--- src/rtl/bcs_pkg.sv ---
package bcs_pkg;

   localparam int CFG_WIDTH = 16;
   localparam int CFG_ADDR_WIDTH = 3;

   localparam logic [2:0] ST_IDLE     = 3'd0;
   localparam logic [2:0] ST_RISE     = 3'd1;
   localparam logic [2:0] ST_PRESSED  = 3'd2;
   localparam logic [2:0] ST_FALL     = 3'd3;
   localparam logic [2:0] ST_RELEASED = 3'd4;
   localparam logic [2:0] ST_SWON     = 3'd5;
   localparam logic [2:0] ST_SWOFF    = 3'd6;

   localparam logic [3:0] EV_NONE   = 4'd0;
   localparam logic [3:0] EV_SINGLE = 4'd1;
   localparam logic [3:0] EV_HOLD_A = 4'd5;
   localparam logic [3:0] EV_HOLD_B = 4'd6;
   localparam logic [3:0] EV_HOLD_C = 4'd7;
   localparam logic [3:0] EV_HOLD_D = 4'd8;
   localparam logic [3:0] EV_SW_ON  = 4'd9;
   localparam logic [3:0] EV_SW_OFF = 4'd10;

   localparam logic [1:0] MODE_PUSH   = 2'd0;
   localparam logic [1:0] MODE_TOGGLE = 2'd1;
   localparam logic [1:0] MODE_KILL   = 2'd2;

   localparam logic [CFG_ADDR_WIDTH-1:0] REG_BUTTON_MODE = 3'd0;
   localparam logic [CFG_ADDR_WIDTH-1:0] REG_DEBOUNCE    = 3'd1;
   localparam logic [CFG_ADDR_WIDTH-1:0] REG_REPEAT      = 3'd2;
   localparam logic [CFG_ADDR_WIDTH-1:0] REG_GAP         = 3'd3;
   localparam logic [CFG_ADDR_WIDTH-1:0] REG_HOLD_A      = 3'd4;
   localparam logic [CFG_ADDR_WIDTH-1:0] REG_HOLD_B      = 3'd5;
   localparam logic [CFG_ADDR_WIDTH-1:0] REG_HOLD_C      = 3'd6;
   localparam logic [CFG_ADDR_WIDTH-1:0] REG_HOLD_D      = 3'd7;

   typedef struct packed {
      logic [1:0]           button_mode;
      logic [CFG_WIDTH-1:0] debounce_ms;
      logic [CFG_WIDTH-1:0] repeat_ms;
      logic [CFG_WIDTH-1:0] multi_click_gap_ms;
      logic [CFG_WIDTH-1:0] hold_a_ms;
      logic [CFG_WIDTH-1:0] hold_b_ms;
      logic [CFG_WIDTH-1:0] hold_c_ms;
      logic [CFG_WIDTH-1:0] hold_d_ms;
   } cfg_type;

   typedef struct packed {
      logic [3:0] event_code;
      logic       event_final;
      logic       lamp_on;
      logic       switch_level;
   } result_type;

endpackage

--- src/rtl/button_click_hold_switch_fsm_top.sv ---
// Latency: a result is registered and appears in the cycle after its transaction is accepted.
// Throughput: one tick per cycle while the output register is empty or rsp_tready is high;
// the FSM and timer update is a single registered pass; a waiting result stalls new ticks.
// Reset: synchronous, active high; FSM idle, flags, count and timers cleared,
// configuration registers back to their default values, output register empty.
module button_click_hold_switch_fsm_top #(
   parameter int TIMER_BITS = 16
) (
   input  logic                                clock,
   input  logic                                reset,
   input  logic                                req_tvalid,
   output logic                                req_tready,
   input  logic [7:0]                          req_tdata,  // [0] pressed, [1] rise_seen,
                                                           // [2] fall_seen
   input  logic                                req_tuser,  // [0] action
   output logic                                rsp_tvalid,
   input  logic                                rsp_tready,
   output logic [7:0]                          rsp_tdata,  // [3:0] event_code, [4] lamp_on,
                                                           // [5] switch_level
   output logic                                rsp_tlast,  // event_final
   input  logic                                csr_we,
   input  logic [bcs_pkg::CFG_ADDR_WIDTH-1:0]  csr_addr,
   input  logic [bcs_pkg::CFG_WIDTH-1:0]       csr_wdata
);
   import bcs_pkg::*;

   cfg_type    cfg;
   result_type result;
   result_type rsp_ff;
   logic       rsp_valid_ff, rsp_valid_in;
   logic       accept;

   assign req_tready = !rsp_valid_ff || rsp_tready;
   assign accept     = req_tvalid && req_tready;

   bcs_cfg u_cfg (
      .clock     (clock),
      .reset     (reset),
      .csr_we    (csr_we),
      .csr_addr  (csr_addr),
      .csr_wdata (csr_wdata),
      .cfg       (cfg)
   );

   bcs_core #(
      .TIMER_BITS (TIMER_BITS)
   ) u_core (
      .clock     (clock),
      .reset     (reset),
      .cfg       (cfg),
      .accept    (accept),
      .action    (req_tuser),
      .pressed   (req_tdata[0]),
      .rise_seen (req_tdata[1]),
      .fall_seen (req_tdata[2]),
      .result    (result)
   );

   always_comb begin
      if (accept)          rsp_valid_in = 1'b1;
      else if (rsp_tready) rsp_valid_in = 1'b0;
      else                 rsp_valid_in = rsp_valid_ff;
   end

   always_ff @(posedge clock) begin
      if (reset) begin
         rsp_valid_ff <= 1'b0;
      end else begin
         rsp_valid_ff <= rsp_valid_in;
      end
   end

   always_ff @(posedge clock) begin
      if (accept) begin
         rsp_ff <= result;
      end
   end

   assign rsp_tvalid = rsp_valid_ff;
   assign rsp_tdata  = {2'b00, rsp_ff.switch_level, rsp_ff.lamp_on, rsp_ff.event_code};
   assign rsp_tlast  = rsp_ff.event_final;

endmodule

--- src/rtl/bcs_cfg.sv ---
module bcs_cfg (
   input  logic                                clock,
   input  logic                                reset,
   input  logic                                csr_we,
   input  logic [bcs_pkg::CFG_ADDR_WIDTH-1:0]  csr_addr,
   input  logic [bcs_pkg::CFG_WIDTH-1:0]       csr_wdata,
   output bcs_pkg::cfg_type                    cfg
);
   import bcs_pkg::*;

   cfg_type cfg_ff, cfg_in;

   always_comb begin
      cfg_in = cfg_ff;
      if (csr_we) begin
         case (csr_addr)
            REG_BUTTON_MODE: cfg_in.button_mode = csr_wdata[1:0];
            REG_DEBOUNCE:    cfg_in.debounce_ms = csr_wdata;
            REG_REPEAT:      cfg_in.repeat_ms = csr_wdata;
            REG_GAP:         cfg_in.multi_click_gap_ms = csr_wdata;
            REG_HOLD_A:      cfg_in.hold_a_ms = csr_wdata;
            REG_HOLD_B:      cfg_in.hold_b_ms = csr_wdata;
            REG_HOLD_C:      cfg_in.hold_c_ms = csr_wdata;
            REG_HOLD_D:      cfg_in.hold_d_ms = csr_wdata;
            default:         cfg_in = cfg_ff;
         endcase
      end
   end

   always_ff @(posedge clock) begin
      if (reset) begin
         cfg_ff.button_mode        <= MODE_PUSH;
         cfg_ff.debounce_ms        <= 16'd50;
         cfg_ff.repeat_ms          <= 16'd200;
         cfg_ff.multi_click_gap_ms <= 16'd300;
         cfg_ff.hold_a_ms          <= 16'd2000;
         cfg_ff.hold_b_ms          <= 16'd5000;
         cfg_ff.hold_c_ms          <= 16'd10000;
         cfg_ff.hold_d_ms          <= 16'd20000;
      end else begin
         cfg_ff <= cfg_in;
      end
   end

   assign cfg = cfg_ff;

endmodule

--- src/rtl/bcs_core.sv ---
module bcs_core #(
   parameter int TIMER_BITS = 16
) (
   input  logic                  clock,
   input  logic                  reset,
   input  bcs_pkg::cfg_type      cfg,
   input  logic                  accept,
   input  logic                  action,
   input  logic                  pressed,
   input  logic                  rise_seen,
   input  logic                  fall_seen,
   output bcs_pkg::result_type   result
);
   import bcs_pkg::*;

   // compare width covers both timers and 16-bit thresholds
   localparam int CW = (TIMER_BITS > CFG_WIDTH) ? TIMER_BITS : CFG_WIDTH;
   localparam logic [TIMER_BITS-1:0] TMAX = {TIMER_BITS{1'b1}};

   logic [2:0]            st_ff, st_in;
   logic                  rpend_ff, rpend_in, fpend_ff, fpend_in;
   logic [2:0]            cnt_ff, cnt_in;
   logic                  sw_ff, sw_in, lamp_ff, lamp_in;
   logic [TIMER_BITS-1:0] ph_ff, ph_in, pr_ff, pr_in, rt_ff, rt_in;

   logic                  kill, swmode;
   logic [CW-1:0]         debounce_x, repeat_x, gap_x, ha_x, hb_x, hc_x, hd_x;

   function automatic logic [TIMER_BITS-1:0] sat_inc(input logic [TIMER_BITS-1:0] t);
      sat_inc = (t == TMAX) ? t : t + 1'b1;
   endfunction

   function automatic logic [3:0] click_code(
      input logic [2:0] cnt, input logic [CW-1:0] d,
      input logic [CW-1:0] a, input logic [CW-1:0] b,
      input logic [CW-1:0] c, input logic [CW-1:0] e);
      logic [3:0] code;
      code = EV_NONE;
      if (cnt <= 3'd1) begin
         if (d >= a && d < b)      code = EV_HOLD_A;
         else if (d >= b && d < c) code = EV_HOLD_B;
         else if (d >= c && d < e) code = EV_HOLD_C;
         else if (d >= e)          code = EV_HOLD_D;
         else if (cnt == 3'd1)     code = EV_SINGLE;
      end else if (cnt <= 3'd4) begin
         code = {1'b0, cnt};
      end
      click_code = code;
   endfunction

   assign kill   = (cfg.button_mode == MODE_KILL);
   assign swmode = (cfg.button_mode == MODE_TOGGLE) || kill;

   assign debounce_x = CW'(cfg.debounce_ms);
   assign repeat_x   = CW'(cfg.repeat_ms);
   assign gap_x      = CW'(cfg.multi_click_gap_ms);
   assign ha_x       = CW'(cfg.hold_a_ms);
   assign hb_x       = CW'(cfg.hold_b_ms);
   assign hc_x       = CW'(cfg.hold_c_ms);
   assign hd_x       = CW'(cfg.hold_d_ms);

   always_comb begin
      logic                  rp, fp, ent;
      logic [2:0]            tgt, cnt;
      logic [TIMER_BITS-1:0] ph, pr, rt;
      logic [3:0]            ev;
      logic                  fin;

      rp  = rpend_ff | rise_seen;
      fp  = fpend_ff | fall_seen;
      ph  = sat_inc(ph_ff);
      pr  = sat_inc(pr_ff);
      rt  = sat_inc(rt_ff);
      cnt = cnt_ff;
      ent = 1'b0;
      tgt = ST_IDLE;
      ev  = EV_NONE;
      fin = 1'b0;

      if (action) begin
         rp  = rpend_ff;
         fp  = fpend_ff;
         ph  = ph_ff;
         pr  = '0;
         rt  = rt_ff;
         ent = 1'b1;
         tgt = ST_PRESSED;
      end else begin
         case (st_ff)
            ST_IDLE: begin
               if (rp) begin
                  ent = 1'b1;
                  tgt = ST_RISE;
               end
            end
            ST_RISE: begin
               if (CW'(ph) >= debounce_x) begin
                  ent = 1'b1;
                  if (pressed) begin
                     if (kill) begin
                        ev  = EV_SW_ON;
                        fin = 1'b1;
                        tgt = ST_SWON;
                     end else begin
                        tgt = ST_PRESSED;
                     end
                  end else if (swmode) begin
                     tgt = sw_ff ? ST_SWON : ST_SWOFF;
                  end else begin
                     tgt = ST_IDLE;
                  end
               end
            end
            ST_PRESSED: begin
               if (fp) begin
                  ent = 1'b1;
                  if (swmode) begin
                     fin = 1'b1;
                     if (!kill && sw_ff) begin
                        ev  = EV_SW_OFF;
                        tgt = ST_SWOFF;
                     end else begin
                        ev  = EV_SW_ON;
                        tgt = ST_SWON;
                     end
                  end else begin
                     if (cnt != 3'd7) cnt = cnt + 3'd1;
                     ev  = click_code(cnt, CW'(pr), ha_x, hb_x, hc_x, hd_x);
                     tgt = ST_FALL;
                  end
               end else if (!kill && CW'(rt) >= repeat_x) begin
                  rt = '0;
                  ev = click_code(cnt, CW'(pr), ha_x, hb_x, hc_x, hd_x);
               end
            end
            ST_FALL: begin
               if (CW'(ph) >= debounce_x) begin
                  ent = 1'b1;
                  if (swmode) begin
                     ev  = EV_SW_OFF;
                     fin = 1'b1;
                     tgt = ST_SWOFF;
                  end else begin
                     tgt = ST_RELEASED;
                  end
               end
            end
            ST_RELEASED: begin
               if (rp) begin
                  ent = 1'b1;
                  tgt = ST_RISE;
               end else if (CW'(ph) >= gap_x) begin
                  ev  = click_code(cnt, CW'(pr), ha_x, hb_x, hc_x, hd_x);
                  fin = (ev != EV_NONE);
                  ent = 1'b1;
                  tgt = ST_IDLE;
               end
            end
            ST_SWON: begin
               if (!kill) begin
                  if (rp) begin
                     ent = 1'b1;
                     tgt = ST_RISE;
                  end
               end else if (fp) begin
                  ent = 1'b1;
                  tgt = ST_FALL;
               end
            end
            ST_SWOFF: begin
               if (rp) begin
                  ent = 1'b1;
                  tgt = ST_RISE;
               end
            end
            default: begin
               ent = 1'b1;
               tgt = ST_IDLE;
            end
         endcase
      end

      st_in    = st_ff;
      rpend_in = rp;
      fpend_in = fp;
      ph_in    = ph;
      pr_in    = pr;
      rt_in    = rt;
      cnt_in   = cnt;
      sw_in    = sw_ff;
      lamp_in  = lamp_ff;

      if (ent) begin
         rpend_in = 1'b0;
         fpend_in = 1'b0;
         ph_in    = '0;
         if (tgt == ST_IDLE) begin
            cnt_in = '0;
            if (kill) tgt = pressed ? ST_SWON : ST_SWOFF;
         end
         st_in = tgt;
         case (tgt)
            ST_RISE:    pr_in = '0;
            ST_PRESSED: rt_in = '0;
            ST_SWON: begin
               sw_in   = 1'b1;
               lamp_in = 1'b1;
            end
            ST_SWOFF: begin
               sw_in   = 1'b0;
               lamp_in = 1'b0;
            end
            default: ;
         endcase
      end

      result.event_code   = ev;
      result.event_final  = fin;
      result.lamp_on      = lamp_in;
      result.switch_level = sw_in;
   end

   always_ff @(posedge clock) begin
      if (reset) begin
         st_ff    <= ST_IDLE;
         rpend_ff <= 1'b0;
         fpend_ff <= 1'b0;
         cnt_ff   <= '0;
         sw_ff    <= 1'b0;
         lamp_ff  <= 1'b0;
         ph_ff    <= '0;
         pr_ff    <= '0;
         rt_ff    <= '0;
      end else if (accept) begin
         st_ff    <= st_in;
         rpend_ff <= rpend_in;
         fpend_ff <= fpend_in;
         cnt_ff   <= cnt_in;
         sw_ff    <= sw_in;
         lamp_ff  <= lamp_in;
         ph_ff    <= ph_in;
         pr_ff    <= pr_in;
         rt_ff    <= rt_in;
      end
   end

`ifndef ASSERT_OFF
   a_lamp_tracks_switch: assert property (@(posedge clock) disable iff (reset)
      lamp_ff == sw_ff)
      else $error("lamp and switch state diverged");

   a_force_enters_pressed: assert property (@(posedge clock) disable iff (reset)
      accept && action |=> st_ff == ST_PRESSED && pr_ff == '0 && rt_ff == '0)
      else $error("forced press did not enter pressed state");

   a_final_has_event: assert property (@(posedge clock) disable iff (reset)
      accept && result.event_final |-> result.event_code != EV_NONE)
      else $error("final flag without event");

   a_hold_when_idle: assert property (@(posedge clock) disable iff (reset)
      !accept |=> $stable(st_ff) && $stable(cnt_ff) && $stable(ph_ff))
      else $error("state moved without a transaction");
`endif

endmodule

--- config.mk ---
export PLATFORM = sky130hd
export DESIGN_NAME = button_click_hold_switch_fsm_top
export DESIGN_NICKNAME = d
export VERILOG_FILES = /design/src/rtl/bcs_pkg.sv /design/src/rtl/button_click_hold_switch_fsm_top.sv /design/src/rtl/bcs_cfg.sv /design/src/rtl/bcs_core.sv
export SDC_FILE = /design/constraint.sdc
export NUM_CORES = 1
export LEC_CHECK = 0
export BUFFER_PORTS_ARGS = -buffer_cell sky130_fd_sc_hd__buf_2
export CORE_MARGIN = 4
export CORE_UTILIZATION = 60
export DETAILED_ROUTE_END_ITERATION = 10
export GPL_TIMING_DRIVEN = 0
export PLACE_DENSITY = 0.85
export SETUP_SLACK_MARGIN = 0.5
export SLEW_MARGIN = 0
export SYNTH_ARGS = -nofsm -noshare
export SYNTH_HDL_FRONTEND = slang
export SYNTH_SLANG_ARGS = --single-unit
--- constraint.sdc ---
create_clock -name clock -period 4.4 [get_ports clock]
set_input_delay 0 -clock clock [delete_from_list [all_inputs] [get_ports clock]]
set_output_delay 0 -clock clock [all_outputs]
set_load 0.02 [all_outputs]
==> impl_metrics.toml <==
[status]
status = "finished, violations left"
violations = "capacitance limit, slew limit, setup timing"

[placed_design]
dpl_worst_slack_ns = -0.819
finalWeightedCongestion = 0.959
dp_hpwl_um = 23300
numPortBuffers = 30

[synthesis]
synth-simple-area-share_pct = 22.4
synth_warnings = 0
synthTopCellsByArea = "dfxtp_1, ha_1, nand2_1"
synth_most_common_cell = "nand2_1"
synth_common_cells = "nand2_1, dfxtp_1, a21oi_1, inv_1, ha_1"
synthMuxAreaShare_pct = 1.16
synthAdderAreaFrac_pct = 13.4
synthDistinctLibCells = 86
seq_area_frac_synth_pct = 33.0
async_flop_share_pct = 0
syn_area_um2 = 11100
synth_top_cell_area_share_pct = 31.1
synth-edff-count = 7
yosys_register_bits = 180
synth_ff_type = "dfxtp_1"
synth_xor_area_share_pct = 2.52
synth_compound_area_share_pct = 21.1
synthCells = 1411
synth_top_area_cell = "dfxtp_1"
synth.avg_cell_area_um2 = 7.89
synth_top_family_by_area = "simple AND/OR/NAND/NOR gates"

[detailed_routing]
wl_um = 45300
drc_errors = 0
via_per_inst = 6.97
wl_per_cell_um = 25.0
drt-initial-drc-count = 1829
num_vias = 12700
first_pass_iters = 8
ant_nets = 0

[sta]
timing.final.crit_share_pct = 107
final_hold_viol_count = 0
finClkSkew_ns = 0.0120
whs_ns = 0.0138
finalMaxSlewViolations = 17
rsz0062_at_grt = "true"
min_period_ns = 4.69
relSlewSlack_pct = -1.61
worst_pin_slew_ns = 1.52
setup_tns_ns = -5.14
setup_viol = 58
max_freq_ghz = 0.213
finalWorstSetupSlack_ns = -0.292

[critical_path]
worst-endpoint-required_ns = 4.65
path_class = "reg2reg"
path_max_fanout = 4
worst_setup_path_end_kind = "flop"
critical_path_arrival_ns = 4.95
worstSetupStartpointType = "flop"

[final_layout]
seqCellArea_um2 = 3730
area_growth_pct = 29.4
antennaDiodeCount = 0
fill_cells = 999
drive_gt1_share_pct = 22.9
postLayoutCoreUtil_pct = 79.6
nets = 1726
multi_input_area_um2 = 7780

[clock_network]
cts_buffer_depth = 2
cts-root-buf = "clkbuf_16"
h-tree-depth = 4
cts.sinks = 180
cts-buffers-inserted = 17
cts_tree = "yes"
clk_latency_ns = 0.46
cts.clk_slew.worst_paths_ns = 0.07

[grt]
grt.busiest_layer = "met2"
grtUsageMet2_pct = 60.2
grt_pass1_vias = 11800
antenna_found_initial = 3
grt_pass1_wl_um = 59500
use_met3_pct = 10.3
grtUsageMet1_pct = 40.6
grt_max_degree = 17
overflow = 0
grtUsageTotal_pct = 36.7

[run]
maxCapViolations = 1

[die]
row_count = 49
core_um2 = 18100
die_y_um = 144
dieArea_um2 = 20800
ios = 44
die_w_um = 144
initial_core_util_pct = 61.5

[min_path]
hp-class = "in2reg"

[power_and_ir_drop]
peakVddDrop_v = 0.000318
power_leakage_uw = 0.00579
total_power_uw = 4030
powerDensity_nw_per_um2 = 280
path summary, 6_finish.rpt:
kind                                              startpoint                          to  slack, ns  cells after the start
worst max-delay path            u_core.ph_ff[6]$_SDFFE_PP0P_      rsp_tdata[4]$_DFFE_PP_      -0.29                     16
worst max register to register  u_core.ph_ff[6]$_SDFFE_PP0P_      rsp_tdata[4]$_DFFE_PP_      -0.29                     16
worst min register to register    u_cfg.cfg[34]$_SDFFE_PP0P_  u_cfg.cfg[34]$_SDFFE_PP0P_       0.46                      2
worst min-delay path                                  csr_we  u_cfg.cfg[16]$_SDFFE_PP0P_       0.01                      4
worst max-delay path: stages (launching register included):
cell     delay [ns]
dfxtp_2        0.40
and4_4         0.30
nand3_4        0.17
nor3_4         0.30
buf_6          0.16
nor3_2         0.04
xor2_1         0.52
ha_1           0.31
nand4_1        0.18
or3_4          0.39
o32a_1         0.39
a21oi_4        0.31
buf_4          0.20
nor3_1         0.06
mux2i_2        0.32
nor3b_2        0.13
o21ai_2        0.29
layout by cell type (no fill, tap or decap), drive strengths merged, types with 9 or more instances in the layout:
| master | instances |
|---|---|
| nand4 | 33 |
| xor2 | 13 |
| nor2b | 12 |
| clkbuf | 62 |
| dlygate4sd3 | 22 |
| and3 | 11 |
| dfxtp | 173 |
| nand2b | 14 |
| ha | 119 |
| nand2 | 265 |
| a211oi | 9 |
| or3 | 13 |
| nand3 | 33 |
| o211ai | 36 |
| a22o | 19 |
| o21a | 11 |
| a21o | 18 |
| a21oi | 145 |
| nor3 | 25 |
| buf | 135 |
| nor2 | 68 |
| o21ai | 51 |
| xnor2 | 19 |
| inv | 130 |
cell families after synthesis:
kind of cell    Yosys count
xor+xnor                 32
other cells               1
mux                      12
simple gates            522
flops                   180
fa+ha+maj               119
compound gates          358
buf+inv                 187
metrics by stage:
| step | area (um2) | cells |
|---|---|---|
| after floorplan | 11200 | 1412 |
| after global placement | 11600 | 1671 |
| after detailed placement | 11600 | 1671 |
| after CTS | 13600 | 1780 |
| after global routing | 14400 | 1816 |
| final | 14400 | 1816 |
routing by layer:
| layer | routed length [um] | vias up |
|---|---|---|
| li1 | - | 5303 |
| met1 | 14700 | 5694 |
| met2 | 19800 | 1172 |
| met3 | 5850 | 484 |
| met4 | 5030 | 2 |
| met5 | 10 | - |
final cells by class:
cell class                      count  area share (%)
Buffer                             59            1.88
Clock buffer                       17            2.95
Clock inverter                     15            1.74
Inverter                          128            3.36
Multi-Input combinational cell   1045            54.0
Sequential cell                   180            25.9
Tap cell                          229            1.99
Timing Repair Buffer              143            8.13
flip-flops by register name (all words and copies together), names as in the netlist:
name             cells
u_core.fpend_ff      1
u_core.cnt_ff        3
u_core.rpend_ff      1
rsp_tdata            6
rsp_tvalid           1
rsp_tlast            1
u_cfg.cfg          114
u_core.lamp_ff       1
u_core.rt_ff        16
u_core.pr_ff        16
u_core.st_ff         3
u_core.ph_ff        16
u_core.sw_ff         1
where the power goes:
part           switching, uW  internal (uW)
Clock                    746           1070
Combinational            344            177
Sequential              24.4           1670
repair_timing:
action / in CTS / in global routing
hold buffers: 22 / 0
gates resized for setup: 144 / 125
gates cloned: 0 / 1
pin swaps: 59 / 75
endpoints found under the hold margin: 113 / 0
buffers inserted: 55 / 35
setup endpoints to repair: 65 / 65
(Power assumes the default switching activity.)
